==> config.mk <==
export PLATFORM = sky130hd
export DESIGN_NAME = pbqa_cell
export DESIGN_NICKNAME = d
export VERILOG_FILES = /design/src/design/pbqa_pkg.sv /design/src/design/pbqa_cell.sv
export SDC_FILE = /design/constraint.sdc
export NUM_CORES = 1
export LEC_CHECK = 0
export BUFFER_PORTS_ARGS = -buffer_cell sky130_fd_sc_hd__buf_4
export CAP_MARGIN = 20
export CELL_PAD_IN_SITES_DETAIL_PLACEMENT = 2
export CELL_PAD_IN_SITES_GLOBAL_PLACEMENT = 2
export CORE_UTILIZATION = 25
export DETAILED_ROUTE_END_ITERATION = 12
export MAX_ROUTING_LAYER = met4
export PLACE_DENSITY_LB_ADDON = 0.1
export SETUP_SLACK_MARGIN = 0.1
export SYNTH_ARGS = -nofsm -noshare
export SYNTH_HDL_FRONTEND = slang
export SYNTH_SLANG_ARGS = --single-unit
==> constraint.sdc <==
create_clock -name clk_i -period 2.8 [get_ports clk_i]
set_input_delay 0.28 -clock clk_i [delete_from_list [all_inputs] [get_ports clk_i]]
set_output_delay 0.28 -clock clk_i [all_outputs]
set_load 0.02 [all_outputs]
==> src/design/pbqa_pkg.sv <==
// Types, constants and helper functions of the quota allocator.
package pbqa_pkg;

  localparam int MAX_CLIENTS_DEF = 16;
  localparam int IDX_W           = 6;
  localparam int CFG_IDX_W       = 1;

  localparam logic [15:0] MIN_RESERVE_RST = 16'd32;

  localparam logic [2:0] MODE_ATTACH = 3'd0;
  localparam logic [2:0] MODE_DETACH = 3'd1;
  localparam logic [2:0] MODE_PRIO   = 3'd2;
  localparam logic [2:0] MODE_USAGE  = 3'd3;
  localparam logic [2:0] MODE_TICK   = 3'd4;

  localparam logic [CFG_IDX_W-1:0] CFG_TOTAL_QUOTA = 1'd0;
  localparam logic [CFG_IDX_W-1:0] CFG_MIN_RESERVE = 1'd1;

  // floor(x / 10) == (x * RECIP_TEN) >> 35 for any 32-bit x
  localparam logic [31:0] RECIP_TEN   = 32'hCCCC_CCCD;
  localparam int          RECIP_SHIFT = 35;

  typedef enum logic [3:0] {
    OP_HOLD     = 4'd0,
    OP_ATTACH   = 4'd1,
    OP_DETACH   = 4'd2,
    OP_PRIO     = 4'd3,
    OP_USAGE    = 4'd4,
    OP_SORT_EVN = 4'd5,
    OP_SORT_ODD = 4'd6,
    OP_ROTATE   = 4'd7,
    OP_ADD      = 4'd8
  } cell_op_e;

  typedef struct packed {
    logic             active;
    logic [7:0]       prio;
    logic [IDX_W-1:0] idx;
    logic [31:0]      used;
    logic [31:0]      resv;
    logic             thr;
  } rec_t;

  typedef struct packed {
    cell_op_e    op;
    logic [3:0]  slot;
    logic [7:0]  prio;
    logic [31:0] amount;
    logic [31:0] share;
  } cell_ctrl_t;

  // Visiting order: active first, then higher priority, then lower slot.
  function automatic logic goes_first(rec_t a, rec_t b);
    logic same_act;
    same_act = (a.active == b.active);
    return (a.active & ~b.active) |
           (same_act & ((a.prio > b.prio) | ((a.prio == b.prio) & (a.idx < b.idx))));
  endfunction

  function automatic logic [31:0] sat_add32(logic [31:0] a, logic [31:0] b);
    logic [32:0] s;
    s = {1'b0, a} + {1'b0, b};
    return s[32] ? 32'hFFFF_FFFF : s[31:0];
  endfunction

endpackage

==> src/design/pbqa_cell.sv <==
// One client cell of the allocator chain: holds a client record and swaps or shifts it.
module pbqa_cell import pbqa_pkg::*; #(
  parameter int CELL  = 0,
  parameter bit FIRST = 1'b0,
  parameter bit LAST  = 1'b0
) (
  input  logic       clk_i,
  input  logic       rst_ni,
  input  cell_ctrl_t ctrl_i,
  input  rec_t       left_i,
  input  rec_t       right_i,
  output rec_t       rec_o
);

  localparam bit EVEN = (CELL % 2) == 0;
  localparam rec_t REC_RST = '{active: 1'b0, prio: '0, idx: IDX_W'(CELL),
                               used: '0, resv: '0, thr: 1'b0};

  rec_t rec_q, rec_d;
  logic match;
  logic is_left;

  assign match = (rec_q.idx == IDX_W'(ctrl_i.slot));

  always_comb begin
    rec_d   = rec_q;
    is_left = (ctrl_i.op == OP_SORT_EVN) ? EVEN : !EVEN;
    unique case (ctrl_i.op) inside
      OP_ATTACH: begin
        if (match) begin
          rec_d.active = 1'b1;
          rec_d.prio   = ctrl_i.prio;
          rec_d.used   = '0;
          rec_d.resv   = '0;
        end
      end
      OP_DETACH: begin
        if (match) rec_d.active = 1'b0;
      end
      OP_PRIO: begin
        if (match) rec_d.prio = ctrl_i.prio;
      end
      OP_USAGE: begin
        if (match) rec_d.used = sat_add32(rec_q.used, ctrl_i.amount);
      end
      OP_SORT_EVN, OP_SORT_ODD: begin
        // left member takes the earlier of the pair, right member the later
        if (is_left) begin
          if (!LAST && goes_first(right_i, rec_q)) rec_d = right_i;
        end else begin
          if (!FIRST && goes_first(rec_q, left_i)) rec_d = left_i;
        end
      end
      OP_ROTATE: rec_d = right_i;
      OP_ADD: begin
        if (rec_q.active) rec_d.resv = sat_add32(rec_q.resv, ctrl_i.share);
      end
      default: ;
    endcase
  end

  always_ff @(posedge clk_i or negedge rst_ni) begin
    if (!rst_ni) begin
      rec_q <= REC_RST;
    end else begin
      rec_q <= rec_d;
    end
  end

  assign rec_o = rec_q;

endmodule

Yosys cells after proc, flatten, opt, wreduce, memory -nomap -nowiden --
Cells that the tools add are included.
Storage, ports and cells: register bits 80, bits of input ports 242, output and inout port bits 80, logic and storage cells 73
Operators by class: add/subtract/negate cells 2, magnitude comparators 4, eq/ne operators 20, muxes and demuxes 18, bitwise gates (word level) 12, reduce and logical (&&, ||, !) cells 11
Operator list (count):
- case mux 32 bit (4 select lines) | 2
- two-way mux 80 bit | 3
- two-way mux 32 bit | 4
- adder 32 x 32 -> 33 bit | 2
- two-way mux 64 bit | 1
- case mux 8 bit (4 select lines) | 1
- AND reduction 5 bit | 4
- equality test 4 x 3 -> 1 bit (second input constant) | 4
- equality test 8 bit | 2
- > comparator 8 bit | 2
- nonzero test 4 bit | 4
- < comparator 6 bit | 2
- case mux 6 bit (2 select lines) | 1
- != test 2 bit (second input constant) | 5
- two-way mux 9 bit | 1
- equality test 4 x 2 -> 1 bit (second input constant) | 2
- two-way mux 8 bit | 1
- AND 1 bit | 6
- equality test 6 x 4 -> 1 bit | 1
- != test 3 bit (second input constant) | 2
- equality test 4 x 1 -> 1 bit (second input constant) | 1
- equality test 4 bit (second input constant) | 1
- OR 1 bit | 4
- case mux 1 bit (4 select lines) | 1
- 7 further kinds | 10

Logic depth before layout (Yosys ltp) --
Gate-level depths: netlist of run 1.
depth after elaboration 8, gate-level depth with buffers 13, gate-level depth less buffers 11

Least setup slack after synthesis of run 1 --
Ideal clock, no wire load.
kind reg2reg, start point register rec_q, in the netlist rec_o[33], end point register rec_q, in the netlist rec_o[62], setup time 0.121 ns, arrival 2.906 ns, setup slack -0.227 ns, cell stages (with the launch flop) 13, path through dfrtp_1 ha_1 fa_1 a211oi_1 o21a_1 a21o_1 a311oi_2 a31oi_1 o31a_1 buf_6 nand3_1 a311o_1 a22o_1
Between the ends: longest elaborated chain between the ends 4
RTL lines:
- from (decl) | line pbqa_cell.sv:19 | rec_t rec_q, rec_d;
- from (signal assigned) | line pbqa_cell.sv:66 | rec_q <= rec_d;
- adder 32 x 32 -> 33 bit | line pbqa_pkg.sv:62 | s = {1'b0, a} + {1'b0, b};
- two-way mux 32 bit | line pbqa_pkg.sv:63 | return s[32] ? 32'hFFFF_FFFF : s[31:0];
- two-way mux 32 bit | line pbqa_cell.sv:44 | if (match) rec_d.used = sat_add32(rec_q.used, ctrl_i.amount);
- case mux 32 bit (4 select lines) | line pbqa_cell.sv:28 | unique case (ctrl_i.op) inside
Every way passes these cells. The select of a mux whose other input is x is not followed. A chain may end at the register's enable or synchronous reset.

Final worst setup path of run 1 --
Same ends and word-level chain as after synthesis.

==> impl_metrics.ini, run 1 <==
[outcome]
status = finished with violations
violations = negative setup slack

[setup_path]
critPathRequiredTime_ns = 3.07
worst_setup_path_start_kind = register
reg2regPathDepth = 12
regToRegSetupSlack_ns = -0.17
arrival_ns = 3.24
crit_type = reg2reg
cp_max_fo = 7
crit_family = compound AO/OA/AOI/OAI gates
timing.rr.start = rec_o[33]
crit_start = rec_o[33]
endpoint = rec_o[62]
cp-end-kind = register
cp.depth = 12
crit_chain = ha_4 -> fa_2 -> a211oi_4 -> o21a_1 -> a21o_1 -> a311oi_2 -> a31oi_1 -> o31a_1 -> buf_6 -> nand3_1 -> a311o_1 -> a22o_1
crit_slowest_cell = dfrtp_2
r2r_end = rec_o[62]
max_stage_delay_ns = 0.43
worst-path-buf-inv = 1

[timing]
skew_ns = 0.00886
finalCriticalPeriod_ns = 2.97
fmax_mhz = 337
maxSlewViolCount = 0
period_share = 1.06
slew_headroom = 0.528
tns_ns = -2.73
finalHoldViolCount = 0
setup_violations = 30
rsz0062_at_grt = yes
worst_pin_slew_ns = 0.707
fin_ws_ns = -0.171
holdWs_ns = 0.159

[die]
std_cell_rows = 67
die_y_um = 188
ioPinCount = 322
die_area_mm2 = 0.0352
dieWidth_um = 188
start_util = 0.256
core_region_area_mm2 = 0.0337

[global_routing]
grt_use_total = 0.247
grt-ovfl-total = 0
grt_pass1_vias = 11500
grt_pass1_wl_um = 65500
grt_max_degree = 47
antenna_found_initial = 3

[place]
place_congestion = 0.872
place.port_buffers = 321
dpl.hpwl_um = 33700

[cts]
root_buffer = clkbuf_16
cts_buffer_depth = 2
cts-buffers-inserted = 9
cts.sinks = 80
clkLatencyLatePin_ns = 0.38
tritoncts = built
h-tree-depth = 3
clk_pin_slew_worst_paths_ns = 0.07

[min_path]
worstHoldStart = left_i[43]
hp-class = in2reg

[cells_and_area]
fin_nets = 1844
multiInputGateArea_mm2 = 0.00711
area_growth_pct = 62.8
drive_gt1_frac = 0.449
largest_register_ffs = 80
final_cell_mix = buf_4 (461), a21oi_1 (93), nand2_1 (84), ha_1 (78), dfrtp_1 (77)
seqCellArea_mm2 = 0.00201
final_common_cell = buf_4
num-fill-cells = 3794

[route]
viasPerCell = 5.26
antenna_left = 0
routed_wl_um = 43600
drt_iter0_drc = 285
vias = 10300
drc = 0
wl_per_cell_um = 22.2
drt_pass1_iterations = 5

[pwr]
ir_worst_vdd_mv = 0.314
power_density_mw_per_mm2 = 518
power_leakage_nw = 6.58

[synthesis]
synth.area.top_cells = dfrtp_1 (23%), ha_1 (13%), a21oi_1 (6.8%)
ys_async_sr_fraction = 1.00
netlist-cell-type-count = 73
ys_warn_count = 0
syn_nets = 1401
synth_area_mm2 = 0.00861
synth_seq_cells = 80
yosysSeqAreaShare = 0.232
synth_flop_cell = dfrtp_1
synth-edff-count = 0
syn_avg_cell_area_um2 = 8.09
synth_top_area_frac = 0.232
netlist.top_cell.by_area = dfrtp_1
synthesis.instances = 1065

[run]
cap_violations = 0
report_power, final:
part           internal, mW  leakage, nW  switching, mW
clock network         0.628        0.128          0.582
registers              1.35         1.03          0.216
logic                  2.09         5.42           2.39
total                  4.07         6.58           3.19
cells in the mapped netlist, drive strengths merged (10+ instances only):
| master | n |
|---|---|
| a21oi | 129 |
| o21ai | 93 |
| ha | 92 |
| nand2 | 85 |
| dfrtp | 80 |
| nor2 | 75 |
| a21o | 51 |
| inv | 46 |
| a22oi | 32 |
| clkbuf | 30 |
| a221oi | 28 |
| xnor2 | 27 |
| buf | 26 |
| xor2 | 24 |
| nor3 | 23 |
| o21a | 19 |
| nand3 | 18 |
| a31oi | 13 |
| o221ai | 12 |
| a211oi | 11 |
| and3 | 11 |
| o211ai | 11 |
| nand2b | 10 |
through the flow:
stage / area (um2) / util / setup WS (ns) / cells / total power, mW
finish: 14000 / 0.416 / -0.171 / 1964 / 7.26
global route: 14000 / 0.416 / -0.294 / 1964 / 7.74
CTS: 13300 / 0.394 / -0.122 / 1933 / 7.00
detailed placement: 12500 / 0.371 / -0.216 / 1904 / 5.41
global placement: 12500 / 0.371 / -0.139 / 1904 / 5.30
floorplan: 8720 / - / 0.00450 / 1065 / 3.67
area by class of cell:
type                       instances  share of cell area
inverter                          46              0.0129
clock inverter                     1            0.000357
antenna                            3            0.000536
clock buffer                      15              0.0184
sequential                        80               0.143
multi-input combinational        883               0.507
timing repair buffer             488               0.277
tap                              448              0.0400
routing by layer:
metal  vias up  global-route usage  wire [um]
li1       4943                   -          -
met1      5079               0.279      18000
met2       244               0.437      22700
met3        55              0.0503       1890
met4         0              0.0694       1050
met5         -                   -          0
worst min-delay path: stages:
cell      delay, ns
buf_4          0.08
a221oi_2       0.05
o21ai_2        0.09
timing repair:
item | CTS | global route
setup endpoints to repair | 60 | 72
hold buffers | 1 | 0
gates resized for setup | 103 | 102
gates cloned | 1 | 1
hold endpoints to repair | 40 | 0
pin swaps | 52 | 66
setup buffers | 11 | 31
how the worst min path moves through the flow:
stage / depth (start not counted) / slack (ns) / end
floorplan: 0 / -0.02 / rec_o[0]
global placement: 1 / 0.34 / rec_o[6]
detailed placement: 1 / 0.35 / rec_o[6]
CTS: 3 / 0.13 / rec_o[43]
global route: 3 / 0.16 / rec_o[45]
finish: 3 / 0.16 / rec_o[43]
cells by family (layout without fill, tap and decap cells):
logic type | Yosys count | in the layout | synth area share
and+or+nand+nor | 258 | 258 | 0.141
muxes | 5 | 5 | 0.00596
DFF | 80 | 80 | 0.232
AOI/OAI and AO/OA | 475 | 475 | 0.380
buffers and inverters | 102 | 550 | 0.0510
other | 0 | 3 | 0
xor gates and xnor gates | 51 | 51 | 0.0519
adders and majority gates | 94 | 94 | 0.138
No activity file was read; power rests on OpenSTA's default activity.
==> run 2, diff against run 1 <==
==> constraint.sdc (replaced) <==
create_clock -name clk_i -period 2.4 [get_ports clk_i]
set_input_delay 0.24 -clock clk_i [delete_from_list [all_inputs] [get_ports clk_i]]
set_output_delay 0.24 -clock clk_i [all_outputs]
set_load 0.02 [all_outputs]
==> impl_metrics.ini, run 2 (same netlist as run 1, synthesis figures left out) <==
[place]
post-place-ws_ns = -0.509
dpl.hpwl_um = 36400
place_congestion = 0.877
place.port_buffers = 321

[cts]
h-tree-depth = 3
root_buffer = clkbuf_16
clk_pin_slew_worst_paths_ns = 0.07
cts.sinks = 80
cts-buffers-inserted = 9
cts_buffer_depth = 2
tritoncts = built
clkLatencyLatePin_ns = 0.38

[route]
viasPerCell = 5.31
routed_wl_um = 50300
antenna_left = 0
wl_per_cell_um = 23.6
drt_pass1_iterations = 5
drc = 0
vias = 11300
drt_iter0_drc = 326

[setup_path]
crit_chain = ha_4 -> fa_2 -> a211oi_4 -> o21a_1 -> a21o_1 -> a311oi_2 -> a31oi_1 -> o31a_1 -> buf_4 -> nand3_1 -> a222oi_1 -> o21ai_1
crit_family = compound AO/OA/AOI/OAI gates
worst_setup_path_start_kind = register
crit_slowest_cell = dfrtp_2
worst-path-buf-inv = 1
max_stage_delay_ns = 0.42
critPathRequiredTime_ns = 2.66
arrival_ns = 3.21
cp-end-kind = register
cp_max_fo = 6
crit_type = reg2reg

[global_routing]
grt_max_degree = 39
grt-ovfl-total = 0
grt_pass1_vias = 13000
antenna_found_initial = 1
grt_pass1_wl_um = 72900
grt_use_total = 0.274

[die]
dieWidth_um = 188
start_util = 0.256
core_region_area_mm2 = 0.0337
die_area_mm2 = 0.0352
std_cell_rows = 67
ioPinCount = 322
die_y_um = 188

[pwr]
power_frac_clock = 0.161
combPwrFrac = 0.655
power_density_mw_per_mm2 = 609
pwr-share-seq = 0.184
sw_frac_of_total = 0.431
internal-power_mw = 5.55
p_sw_mw = 4.20
power_leakage_nw = 7.64
ir_worst_vdd_mv = 0.379

[timing]
skew_ns = 0.00987
finalCriticalPeriod_ns = 2.96
slew_headroom = 0.544
maxSlewViolCount = 0
rsz0062_at_grt = yes
fin_ws_ns = -0.557
worst_pin_slew_ns = 0.685
period_share = 1.23
finalHoldViolCount = 0
setup_violations = 79
fmax_mhz = 338

[cells_and_area]
drive_gt1_frac = 0.552
final_common_cell = buf_4
final_cell_mix = buf_4 (615), a21oi_1 (77), ha_1 (77), nand2_1 (73), dfrtp_1 (69)
area_growth_pct = 85.9
fin_nets = 2015
largest_register_ffs = 80
final_util = 0.475

[outcome]
violations = negative setup slack
status = finished with violations

[min_path]
hp-class = in2reg

[run]
cap_violations = 0
## run 2: changes by cell type in the layout (fill, tap and decap cells not counted), moves of 11 or more
cell     change
buf_4      +154
nor2_1      -13
a21oi_2     +12
nand2_1     -11
a21oi_1     -16
nor2_4      +12
## run 2: worst paths after layout
kind	end	cells past startpoint	slack, ns	startpoint
min reg2reg	rec_o[71]	2	0.56	rec_o[71]
min in group asynchronous	rec_o[5]	2	0.43	rst_ni
max reg2reg	rec_o[52]	12	-0.56	rec_o[33]
max	rec_o[52]	12	-0.56	rec_o[33]
min	rec_o[39]	3	0.12	left_i[39]
max in group asynchronous	rec_o[44]	3	1.22	rst_ni
## run 2: cell type report
type | instances | area, um2
fillers | 3673 | 17700
multi-input cells | 883 | 7590
repair buffers | 659 | 5370
flip-flops and latches | 80 | 2020
well taps | 448 | 561
clock buffers | 13 | 260
inverters | 46 | 173
clock inverters | 3 | 40.0
diodes | 1 | 2.50
## run 2: worst min-delay path: cells and delay by family
| family | cells | cell delay [ns] |
|---|---|---|
| compound gates | 2 | 0.14 |
| buf+inv | 1 | 0.08 |
## run 2: power groups by stage
stage                     clock network, mW  registers (mW)  logic [mW]
after floorplan                           0            2.07        2.35
after global placement                    0            1.79        5.04
after detailed placement                  0            1.80        5.20
after CTS                              1.61            1.78        5.86
after global routing                   1.64            1.82        6.81
final                                  1.57            1.80        6.38
## run 2: timing repair
| item | CTS | global route |
|---|---|---|
| buffers inserted | 29 | 20 |
| endpoints found under the setup margin | 80 | 80 |
| gates resized for setup | 139 | 111 |
| endpoints found under the hold margin | 36 | 0 |
| hold buffers | 1 | 0 |
| cloned | 4 | 3 |
| pin swaps | 54 | 62 |
## run 2: metal layers
layer / vias up / track usage / part of all wire
met4: 0 / 0.0969 / 0.029
met2: 270 / 0.508 / 0.54
met3: 78 / 0.0408 / 0.034
met5: - / - / 0
met1: 5684 / 0.294 / 0.40
li1: 5285 / - / -
## run 2: through the flow
| stage | TNS, ns | power [mW] | std cells | area, um2 | hold slack (ns) |
|---|---|---|---|---|---|
| after floorplan | -13.36 | 4.42 | 1065 | 8990 | -0.0556 |
| after global placement | -20.66 | 6.83 | 2065 | 14000 | 0.297 |
| after detailed placement | -27.76 | 7.01 | 2065 | 14000 | 0.303 |
| after CTS | -25.34 | 9.25 | 2113 | 15300 | 0.108 |
| after global routing | -37.25 | 10.3 | 2133 | 16000 | 0.129 |
| final | -29.11 | 9.75 | 2133 | 16000 | 0.120 |
