--- src/design/pbqa_pkg.sv ---
// Types, constants and helper functions of the quota allocator.
package pbqa_pkg;

  localparam int MAX_CLIENTS_DEF = 16;
  localparam int IDX_W           = 6;
  localparam int CFG_IDX_W       = 1;

  localparam logic [15:0] MIN_RESERVE_RST = 16'd32;

  localparam logic [2:0] MODE_ATTACH = 3'd0;
  localparam logic [2:0] MODE_DETACH = 3'd1;
  localparam logic [2:0] MODE_PRIO   = 3'd2;
  localparam logic [2:0] MODE_USAGE  = 3'd3;
  localparam logic [2:0] MODE_TICK   = 3'd4;

  localparam logic [CFG_IDX_W-1:0] CFG_TOTAL_QUOTA = 1'd0;
  localparam logic [CFG_IDX_W-1:0] CFG_MIN_RESERVE = 1'd1;

  // floor(x / 10) == (x * RECIP_TEN) >> 35 for any 32-bit x
  localparam logic [31:0] RECIP_TEN   = 32'hCCCC_CCCD;
  localparam int          RECIP_SHIFT = 35;

  typedef enum logic [3:0] {
    OP_HOLD     = 4'd0,
    OP_ATTACH   = 4'd1,
    OP_DETACH   = 4'd2,
    OP_PRIO     = 4'd3,
    OP_USAGE    = 4'd4,
    OP_SORT_EVN = 4'd5,
    OP_SORT_ODD = 4'd6,
    OP_ROTATE   = 4'd7,
    OP_ADD      = 4'd8
  } cell_op_e;

  typedef struct packed {
    logic             active;
    logic [7:0]       prio;
    logic [IDX_W-1:0] idx;
    logic [31:0]      used;
    logic [31:0]      resv;
    logic             thr;
  } rec_t;

  typedef struct packed {
    cell_op_e    op;
    logic [3:0]  slot;
    logic [7:0]  prio;
    logic [31:0] amount;
    logic [31:0] share;
  } cell_ctrl_t;

  // Visiting order: active first, then higher priority, then lower slot.
  function automatic logic goes_first(rec_t a, rec_t b);
    logic same_act;
    same_act = (a.active == b.active);
    return (a.active & ~b.active) |
           (same_act & ((a.prio > b.prio) | ((a.prio == b.prio) & (a.idx < b.idx))));
  endfunction

  function automatic logic [31:0] sat_add32(logic [31:0] a, logic [31:0] b);
    logic [32:0] s;
    s = {1'b0, a} + {1'b0, b};
    return s[32] ? 32'hFFFF_FFFF : s[31:0];
  endfunction

endpackage

--- src/design/pbqa_div.sv ---
// Restoring divider, one quotient bit per cycle, for the leftover quota split.
module pbqa_div import pbqa_pkg::*; #(
  parameter int CNT_W = 5
) (
  input  logic             clk_i,
  input  logic             rst_ni,
  input  logic             start_i,
  input  logic [31:0]      dividend_i,
  input  logic [CNT_W-1:0] divisor_i,
  output logic             done_o,
  output logic [31:0]      quot_o
);

  logic             run_q;
  logic             done_q;
  logic [4:0]       bit_q;
  logic [31:0]      dq_q;
  logic [CNT_W-1:0] rem_q;
  logic [CNT_W-1:0] dvs_q;
  logic [CNT_W:0]   rem_sh;
  logic [CNT_W:0]   rem_nx;
  logic             ge;

  always_comb begin
    rem_sh = {rem_q, dq_q[31]};
    ge     = rem_sh >= {1'b0, dvs_q};
    rem_nx = ge ? rem_sh - {1'b0, dvs_q} : rem_sh;
  end

  always_ff @(posedge clk_i or negedge rst_ni) begin
    if (!rst_ni) begin
      run_q  <= 1'b0;
      done_q <= 1'b0;
      bit_q  <= '0;
    end else begin
      done_q <= 1'b0;
      if (start_i) begin
        run_q <= 1'b1;
        bit_q <= 5'd31;
      end else if (run_q) begin
        bit_q <= bit_q - 5'd1;
        if (bit_q == 5'd0) begin
          run_q  <= 1'b0;
          done_q <= 1'b1;
        end
      end
    end
  end

  always_ff @(posedge clk_i) begin
    if (start_i) begin
      dq_q  <= dividend_i;
      rem_q <= '0;
      dvs_q <= divisor_i;
    end else if (run_q) begin
      dq_q  <= {dq_q[30:0], ge};
      rem_q <= rem_nx[CNT_W-1:0];
    end
  end

  assign done_o = done_q;
  assign quot_o = dq_q;

endmodule

--- config.mk ---
export PLATFORM = sky130hd
export DESIGN_NAME = pbqa_div
export DESIGN_NICKNAME = d
export VERILOG_FILES = /design/src/design/pbqa_pkg.sv /design/src/design/pbqa_div.sv
export SDC_FILE = /design/constraint.sdc
export NUM_CORES = 1
export LEC_CHECK = 0
export BUFFER_PORTS_ARGS = -buffer_cell sky130_fd_sc_hd__buf_2
export CAP_MARGIN = 20
export CORE_UTILIZATION = 34
export CTS_CLUSTER_DIAMETER = 30
export DETAILED_ROUTE_END_ITERATION = 8
export PLACE_DENSITY = 0.67
export SYNTH_ARGS = -nofsm -noshare
export SYNTH_HDL_FRONTEND = slang
export SYNTH_SLANG_ARGS = --single-unit
--- constraint.sdc ---
create_clock -name clk_i -period 2.15 [get_ports clk_i]
set_input_delay 0 -clock clk_i [delete_from_list [all_inputs] [get_ports clk_i]]
set_output_delay 0 -clock clk_i [all_outputs]
set_load 0.01 [all_outputs]
* After elaboration in Yosys (flattened, before gate mapping)
Cells that the tools add are included.
Operators by class: reduce and logical (&&, ||, !) cells 2, multiplexer cells 11, $add $sub $neg 2, order comparisons 1
Operators by type and width (count):
- $mux 32 | 2
- $mux 5 | 3
- $ge 6x5->1 | 1
- $mux 1 | 6
- $logic_not 5->1 | 1
- $sub 5x1->5 const B | 1
- $sub 5x5->5 | 1
- $reduce_bool 2->1 | 1
Word-level totals: output and inout bits 33, input port bits 40, register bits 49, logic and storage cells 22

* Longest topological paths before layout
Gate-level depths: netlist of the first run.
depth after elaboration 4, mapped depth 8, depth with buffers taken out 8

* Worst setup path after synthesis of the first run
No wires, ideal clock.
path type register -> register, from register dq_q[31], in the netlist quot_o[31], to register rem_q[4], cell stages (with the launch flop) 9, path buffers 0, data required time 2.033 ns, clock period less this slack 2.149 ns, setup slack 0.001 ns, data arrival time 2.032 ns, setup time 0.117 ns, path through edfxtp_1 > inv_1 > ha_1 > inv_1 > fa_1 > a21o_1 > o211a_1 > or3_1 > a32o_1
On the way: cells in the longest elaborated chain, start to end 2, elaborated cells on any way between the ends 3
Ends and longest elaborated chain:
- start, declared | RTL line pbqa_div.sv:17 | logic [31:0] dq_q;
- start signal, assigned | RTL line pbqa_div.sv:52 | dq_q <= dividend_i;
- start signal, assigned | RTL line pbqa_div.sv:56 | dq_q <= {dq_q[30:0], ge};
- $sub 5x5->5 / $ge 6x5->1 (equally long branches) | RTL line pbqa_div.sv:27, pbqa_div.sv:26
- $mux 5 * | RTL line pbqa_div.sv:27 | rem_nx = ge ? rem_sh - {1'b0, dvs_q} : rem_sh;
- end signal, assigned | RTL line pbqa_div.sv:57 | rem_q <= rem_nx[CNT_W-1:0];
- end, declared | RTL line pbqa_div.sv:18 | logic [CNT_W-1:0] rem_q;
Mark *: on every way between the ends. The rest lies on a longest branch, timed or not. A chain may end at the register's enable or synchronous reset.

* Worst setup path after layout of the first run
Ends and elaborated chain as after synthesis.

==> results of run 1 <==
==> final cells by class <==
class | count | share of cell area, %
clock buffer | 6 | 2.26
clock inverter | 2 | 0.428
inverter | 9 | 1.05
multi-input combinational | 93 | 26.3
sequential | 49 | 43.1
tap | 77 | 2.99
timing repair buffer | 115 | 23.9
==> repair_timing <==
item / in CTS / in global routing
hold buffers: 34 / 0
endpoints found under the hold margin: 40 / 0
pin swaps: 0 / 1
resized for setup: 2 / 6
setup endpoints to repair: 2 / 6
==> worst max-delay path, stage by stage, from the launching register on <==
cell	delay, ns
sky130_fd_sc_hd__edfxtp_1	0.42
sky130_fd_sc_hd__inv_2	0.10
sky130_fd_sc_hd__ha_4	0.13
sky130_fd_sc_hd__inv_2	0.03
sky130_fd_sc_hd__fa_2	0.34
sky130_fd_sc_hd__a21o_1	0.19
sky130_fd_sc_hd__o211a_1	0.22
sky130_fd_sc_hd__or3_1	0.34
sky130_fd_sc_hd__a32o_1	0.22
==> placed cells by master, fill, tap and decap left out, types with 2 or more instances in the layout <==
cell	instances
sky130_fd_sc_hd__buf_2	72
sky130_fd_sc_hd__o21ai_0	2
sky130_fd_sc_hd__a21oi_1	2
sky130_fd_sc_hd__nand2b_1	5
sky130_fd_sc_hd__ha_1	5
sky130_fd_sc_hd__nor3b_1	2
sky130_fd_sc_hd__nand2_1	9
sky130_fd_sc_hd__a21o_1	2
sky130_fd_sc_hd__buf_4	9
sky130_fd_sc_hd__xnor2_1	3
sky130_fd_sc_hd__edfxtp_1	37
sky130_fd_sc_hd__xor2_1	3
sky130_fd_sc_hd__dfxtp_1	5
sky130_fd_sc_hd__dfrtp_1	7
sky130_fd_sc_hd__nor3_1	2
sky130_fd_sc_hd__nor2_1	4
sky130_fd_sc_hd__mux2_2	31
sky130_fd_sc_hd__inv_2	2
sky130_fd_sc_hd__dlygate4sd3_1	34
sky130_fd_sc_hd__clkbuf_8	5
sky130_fd_sc_hd__inv_1	7
==> per-stage QoR <==
| step | hold WS [ns] | instance area (um^2) |
|---|---|---|
| after floorplan | -0.296 | 2260 |
| after global placement | -0.158 | 2760 |
| after detailed placement | -0.159 | 2760 |
| after CTS | 0.000709 | 3190 |
| after global routing | 0.00116 | 3220 |
| final | 0.00450 | 3220 |
==> kinds of logic (layout without fill, tap and decap cells) <==
family | Yosys count | count (layout) | share of synthesized area [%]
mux | 33 | 33 | 16.4
simple gates | 32 | 32 | 7.96
fa+ha+maj | 7 | 7 | 4.20
xor+xnor | 6 | 6 | 2.32
compound gates | 15 | 15 | 5.09
flops | 49 | 49 | 61.2
buf+inv | 16 | 132 | 2.82
==> power groups by stage <==
stage	clock (mW)	combinational (mW)	sequential [mW]
after detailed placement	0	0.637	1.26
after global placement	0	0.634	1.26
final	0.554	0.715	1.24
after global routing	0.603	0.790	1.26
after floorplan	0	0.369	1.29
after CTS	0.570	0.693	1.24
==> worst max path at each step <==
stage | from | to | slack (ns) | depth (start not counted)
global placement | quot_o[31]$_DFFE_PP_ | rem_q[4]$_SDFFE_PP0P_ | 0.02 | 8
CTS | quot_o[31]$_DFFE_PP_ | rem_q[4]$_SDFFE_PP0P_ | 0.03 | 8
global route | quot_o[31]$_DFFE_PP_ | rem_q[4]$_SDFFE_PP0P_ | -0.01 | 8
floorplan | quot_o[31]$_DFFE_PP_ | rem_q[4]$_SDFFE_PP0P_ | 0.0007 | 8
finish | quot_o[31]$_DFFE_PP_ | rem_q[4]$_SDFFE_PP0P_ | 0.07 | 8
detailed placement | quot_o[31]$_DFFE_PP_ | rem_q[4]$_SDFFE_PP0P_ | -0.02 | 8
==> layer usage <==
metal | GRT usage, % | wire (um)
met5 | 0 | 0
met3 | 3.56 | 197
met4 | 5.08 | 68
met2 | 25.4 | 2480
met1 | 17.8 | 2050
==> state kept, by name, indices dropped and copies added, names as in the netlist <==
name	cells
quot_o	32
bit_q	5
dvs_q	5
rem_q	5
done_o	1
run_q	1
==> out/summary.log, run 1 <==
[grt] first-pass GRT wire length 8160 um
[sta] peak clock frequency supported by timing 480 MHz
[placement] worst slack, placed -0.0174 ns
[die] number of core rows 29
[power] net switching component of the power 726 uW
[clock_tree] post-CTS setup repair buffer count 0
[detailed_routing] Wirelength per Cell 13.6 um
[power] portion of total power attributed to the clock network 22.1%
[sta] unrepaired setup endpoints after global routing yes
[min_path] worst hold path endpoint quot_o[0]$_DFFE_PP_
[worst_setup_path] crit path kind reg -> reg
[layout] final net count 320
[die] horizontal die dimension 83.6 um
[power] Gate power share 28.5%
[worst_setup_path] length in cells of the worst reg-to-reg path 8
[worst_setup_path] critical path capture point type flop
[yosys] total number of yosys warnings 0
[yosys] flip-flop and latch count after synthesis 49
[placement] PortBufs 72
[power] largest voltage drop on the vdd net 0.000415 V
[detailed_routing] Routed Antenna Nets 0
[run_status] result of the run finished clean
[min_path] hold path start dividend_i[0]
[sta] Final Critical Period 2.08 ns
[die] Initial Utilization 35.4%
[grt] overall routing resource usage 14.7%
[yosys] post-synthesis cell type count 38
[placement] detailed placer's ending HPWL 3080 um
[placement] Placer Congestion 0.767
[worst_setup_path] Worst Path Required 2.36 ns
[layout] signed area change from the synthesized netlist to the final layout 42.1%
[detailed_routing] Routed WL 4790 um
[sta] final clock skew 0.0152 ns
[die] height of the die 83.6 um
[grt] number of global-route vias before repair 1752
[grt] largest net degree at the start of global routing 24
[detailed_routing] residual DRC count 0
[sta] total negative setup slack 0 ns
[yosys] net count after synthesis 205
[grt] overall overflow remaining after global route 0
[grt] initial antenna violation count 0
[yosys] cell area after synthesis 2260 um^2
[layout] sequential standard cell area 1390 um^2
[yosys] most area-consuming cells after synthesis sky130_fd_sc_hd__edfxtp_1 (49%), sky130_fd_sc_hd__mux2_2 (16%), sky130_fd_sc_hd__dfrtp_1 (7.7%)
[clock_tree] clock latency reported for the late side of the worst-skew pair 0.31 ns
[die] I/O pins 73
[worst_setup_path] Worst R2R Setup Slack 0.07 ns
[min_path] number of instances on the worst hold path 2
[power] Pwr per Cell Area 780 nW/um^2
[min_path] HP Class in -> reg
[die] die outline area 6990 um^2
[sta] count of endpoints failing hold in the final timing report 0
[yosys] proportion of netlist area held by the largest area contributor 49.1%
[worst_setup_path] arrival time of data at the critical path endpoint 2.29 ns
[worst_setup_path] critical path fanouts, max 3
[yosys] synthesized netlist cell count 158
[yosys] Avg Synthesized Cell Area 14.3 um^2
[yosys] register area share after synthesis 61.2%
[worst_setup_path] critical path startpoint category flop
[layout] number of inserted filler cells in the final layout 571
[placement] cell count after placement 309
[sta] fin. max-slew vios 0
[worst_setup_path] startpoint of the worst-slack reg-to-reg timing path quot_o[31]$_DFFE_PP_
[yosys] number of flops mapped to enable cells by yosys 37
[die] Core ar. 6390 um^2
[clock_tree] clk slew on worst S/H paths 0.10 ns
[yosys] dominant register cell in the synthesized netlist sky130_fd_sc_hd__edfxtp_1
[power] internal power component 1.78 mW
[yosys] leading cell types by count after synthesis sky130_fd_sc_hd__edfxtp_1 (37), sky130_fd_sc_hd__mux2_2 (32), sky130_fd_sc_hd__inv_1 (9), sky130_fd_sc_hd__nand2_1 (9), sky130_fd_sc_hd__dfrtp_1 (7)
[sta] count of endpoints failing setup in the final report 0
[sta] worst slew slack as a fraction of its limit 76.2%
[yosys] count leader, synth sky130_fd_sc_hd__edfxtp_1
[power] static leakage 1.39 nW
[yosys] share of flip-flops with an asynchronous set or reset after synthesis 14.3%
[detailed_routing] detailed router's first-iteration violation count 62
[detailed_routing] DR vias 1653
[clock_tree] Max clock buf depth 2
[yosys] most area-hungry cell type in the Yosys netlist sky130_fd_sc_hd__edfxtp_1
[clock_tree] root buffer cell sky130_fd_sc_hd__clkbuf_8
[power] proportion of power drawn by flip-flops and latches 49.4%
[detailed_routing] number of iterations in the first detailed-routing pass 4
[sta] fin crit share 96.9%
[sta] smallest setup slack after layout 0.0676 ns
[clock_tree] deepest level of the CTS H-tree 2
[sta] actual transition at the worst max-transition pin 0.357 ns
[power] total power 2.51 mW
[power] share of total power consumed by net switching 28.9%
[clock_tree] CTS tree built
[clock_tree] CTS sink count 49
[layout] filler-free cell count of the finished design 351
[layout] number of inserted diodes 0
[worst_setup_path] capture point of the worst reg-to-reg path rem_q[4]$_SDFFE_PP0P_
[layout] area used by multi-input combinational logic 846 um^2
[layout] final core utilization 50.4%
[detailed_routing] via count normalized by instance count 4.71
[layout] share of post-route cells with drive strength above 1 47.1%
[flow_run] maxcap violations 0
[clock_tree] TritonCTS buffer count 5
Power figures use the tool's default switching activity.
==> inputs of run 2 (changes only) <==
--- a/config.mk
+++ b/config.mk
@@ -8,6 +8,7 @@
 export BUFFER_PORTS_ARGS = -buffer_cell sky130_fd_sc_hd__buf_2
 export CAP_MARGIN = 20
 export CORE_UTILIZATION = 34
+export CTS_BUF_LIST = sky130_fd_sc_hd__clkbuf_4
 export CTS_CLUSTER_DIAMETER = 30
 export DETAILED_ROUTE_END_ITERATION = 8
 export PLACE_DENSITY = 0.67
==> out/summary.log, run 2 (synthesized netlist as in run 1, its figures left out) <==
[run_status] result of the run finished clean
[die] Core ar. 6390 um^2 [unchanged]
[die] height of the die 83.6 um [unchanged]
[clock_tree] CTS tree built
[power] Gate power share 30.4% [+1.9 points]
[worst_setup_path] Worst R2R Setup Slack 0.04 ns [-0.03 ns]
[placement] worst slack, placed -0.0174 ns [unchanged]
[worst_setup_path] arrival time of data at the critical path endpoint 2.39 ns [+0.10 ns]
[placement] detailed placer's ending HPWL 3080 um [unchanged]
[power] net switching component of the power 717 uW [-1.3%]
[detailed_routing] number of iterations in the first detailed-routing pass 4 [unchanged]
[clock_tree] TritonCTS buffer count 5 [unchanged]
[detailed_routing] Wirelength per Cell 13.6 um [-0.27%]
[sta] worst slew slack as a fraction of its limit 77.2% [+0.99 points]
[power] share of total power consumed by net switching 29.5% [+0.58 points]
[detailed_routing] residual DRC count 0 [unchanged]
[die] horizontal die dimension 83.6 um [unchanged]
[layout] share of post-route cells with drive strength above 1 46.6% [-0.49 points]
[min_path] HP Class in -> reg
[clock_tree] Max clock buf depth 2 [unchanged]
[clock_tree] deepest level of the CTS H-tree 2 [unchanged]
[grt] number of global-route vias before repair 1724 [-1.6%]
[worst_setup_path] critical path startpoint category flop
[grt] largest net degree at the start of global routing 24 [unchanged]
[sta] count of endpoints failing hold in the final timing report 0 [unchanged]
[power] total power 2.43 mW [-3.2%]
[die] number of core rows 29 [unchanged]
[sta] fin crit share 98.0% [+1.2 points]
[detailed_routing] Routed Antenna Nets 0 [unchanged]
[sta] smallest setup slack after layout 0.0421 ns [-0.0255 ns]
[clock_tree] post-CTS setup repair buffer count 0 [unchanged]
[clock_tree] CTS sink count 49 [unchanged]
[grt] overall overflow remaining after global route 0 [unchanged]
[layout] filler-free cell count of the finished design 356 [+1.4%]
[layout] design area 3250 um^2 [+0.93%]
[clock_tree] clk slew on worst S/H paths 0.15 ns [+0.05 ns]
[sta] count of endpoints failing setup in the final report 0 [unchanged]
[sta] minimum hold slack 0.0224 ns [+0.0179 ns]
[power] Pwr per Cell Area 748 nW/um^2 [-4.1%]
[worst_setup_path] Worst Path Required 2.43 ns [+0.07 ns]
[worst_setup_path] crit path kind reg -> reg
[placement] PortBufs 72 [unchanged]
[grt] initial antenna violation count 0 [unchanged]
[worst_setup_path] critical path fanouts, max 3 [unchanged]
[sta] Final Critical Period 2.11 ns [+0.0255 ns]
[layout] signed area change from the synthesized netlist to the final layout 43.4%
[detailed_routing] via count normalized by instance count 4.68 [-0.63%]
[layout] number of inserted diodes 0 [unchanged]
[layout] area used by multi-input combinational logic 846 um^2 [unchanged]
[detailed_routing] Routed WL 4850 um [+1.1%]
[layout] commonest non-fill, non-tap cell in the layout sky130_fd_sc_hd__buf_2
[die] I/O pins 73 [unchanged]
[power] proportion of power drawn by flip-flops and latches 51.1% [+1.7 points]
[layout] final net count 325 [+1.6%]
[grt] first-pass GRT wire length 8250 um [+1.2%]
[die] Initial Utilization 35.4% [unchanged]
[clock_tree] clock latency reported for the late side of the worst-skew pair 0.37 ns [+0.06 ns]
[sta] peak clock frequency supported by timing 474 MHz [-1.2%]
[power] portion of total power attributed to the clock network 18.5% [-3.6 points]
[flow_run] maxcap violations 0 [unchanged]
[die] die outline area 6990 um^2 [unchanged]
[detailed_routing] detailed router's first-iteration violation count 105 [+69%]
[worst_setup_path] critical path capture point type flop
[detailed_routing] DR vias 1666 [+0.79%]
[sta] fin. max-slew vios 0 [unchanged]
[layout] number of inserted filler cells in the final layout 568 [-0.53%]
[power] largest voltage drop on the vdd net 0.000418 V [+0.67%]
[placement] Placement Cell Area 2760 um^2 [unchanged]
[power] internal power component 1.71 mW [-4.0%]
[sta] final clock skew 0.0210 ns [+0.00577 ns]
[placement] Placer Congestion 0.767 [unchanged]
[sta] actual transition at the worst max-transition pin 0.337 ns [-0.0196 ns]
[layout] commonest cells after routing, fill and taps aside sky130_fd_sc_hd__buf_2 (72), sky130_fd_sc_hd__dlygate4sd3_1 (39), sky130_fd_sc_hd__edfxtp_1 (37), sky130_fd_sc_hd__mux2_2 (31), sky130_fd_sc_hd__nand2_1 (9)
[layout] number of flip-flops in the largest register 32 [unchanged]
[sta] unrepaired setup endpoints after global routing yes
[grt] overall routing resource usage 14.8% [+0.15 points]
[power] static leakage 1.40 nW [+0.95%]
[placement] cell count after placement 309 [unchanged]
[layout] sequential standard cell area 1390 um^2 [unchanged]
[clock_tree] root buffer cell sky130_fd_sc_hd__clkbuf_4
run 2: final cells by class:
class	instances	share of cell area, %
clock buffers	6	1.39
clock inverters	2	0.424
inverters	9	1.04
multi-input cells	93	26.1
flip-flops and latches	49	42.7
well taps	77	2.97
repair buffers	120	25.4
run 2: worst max-delay path, cell delays in order (launching register included):
cell and delay, ns:
sky130_fd_sc_hd__edfxtp_1 0.44, sky130_fd_sc_hd__inv_2 0.10, sky130_fd_sc_hd__ha_4 0.13, sky130_fd_sc_hd__inv_2 0.03, sky130_fd_sc_hd__fa_2 0.34, sky130_fd_sc_hd__a21o_1 0.19
sky130_fd_sc_hd__o211a_1 0.23, sky130_fd_sc_hd__or3_1 0.35, sky130_fd_sc_hd__a32o_1 0.22
run 2: path summary, 6_finish.rpt:
path | startpoint | end | depth (start not counted)
hold reg to reg | rem_q[4]$_SDFFE_PP0P_ | rem_q[4]$_SDFFE_PP0P_ | 1
min in group asynchronous | rst_ni | bit_q[1]$_DFFE_PN0P_ | 3
setup / recovery | quot_o[31]$_DFFE_PP_ | rem_q[4]$_SDFFE_PP0P_ | 8
setup reg to reg | quot_o[31]$_DFFE_PP_ | rem_q[4]$_SDFFE_PP0P_ | 8
hold / removal | start_i | rem_q[1]$_SDFFE_PP0P_ | 2
max in group asynchronous | rst_ni | run_q$_DFF_PN0_ | 3
run 2: per-stage QoR:
step / util [%] / setup TNS (ns)
2_1_floorplan: - / 0
3_5_place_dp: 43.2 / -0.0343
4_1_cts: 50.4 / 0
3_3_place_gp: 43.2 / 0
5_1_grt: 50.8 / -0.0749
6_report: 50.8 / 0
run 2: timing repair:
action                     CTS  global route
hold buffers                39             0
cloned                       0             0
pin swaps                    0             2
setup endpoints to repair    2             6
resized for setup            2             8
hold endpoints to repair    44             0
run 2: metal layers:
| metal | global-route usage, % | share of wire [%] | up-vias |
|---|---|---|---|
| li1 | - | - | 827 |
| met1 | 18.8 | 44 | 796 |
| met2 | 24.9 | 51 | 36 |
| met3 | 3.26 | 3.8 | 7 |
| met4 | 5.08 | 1.3 | 0 |
| met5 | 0 | 0 | - |
run 2: power groups by stage:
stage	combinational (mW)	clock (mW)	sequential, mW
CTS	0.700	0.469	1.24
global route	0.811	0.503	1.26
finish	0.738	0.450	1.24
detailed placement	0.637	0	1.26
floorplan	0.369	0	1.29
global placement	0.634	0	1.26
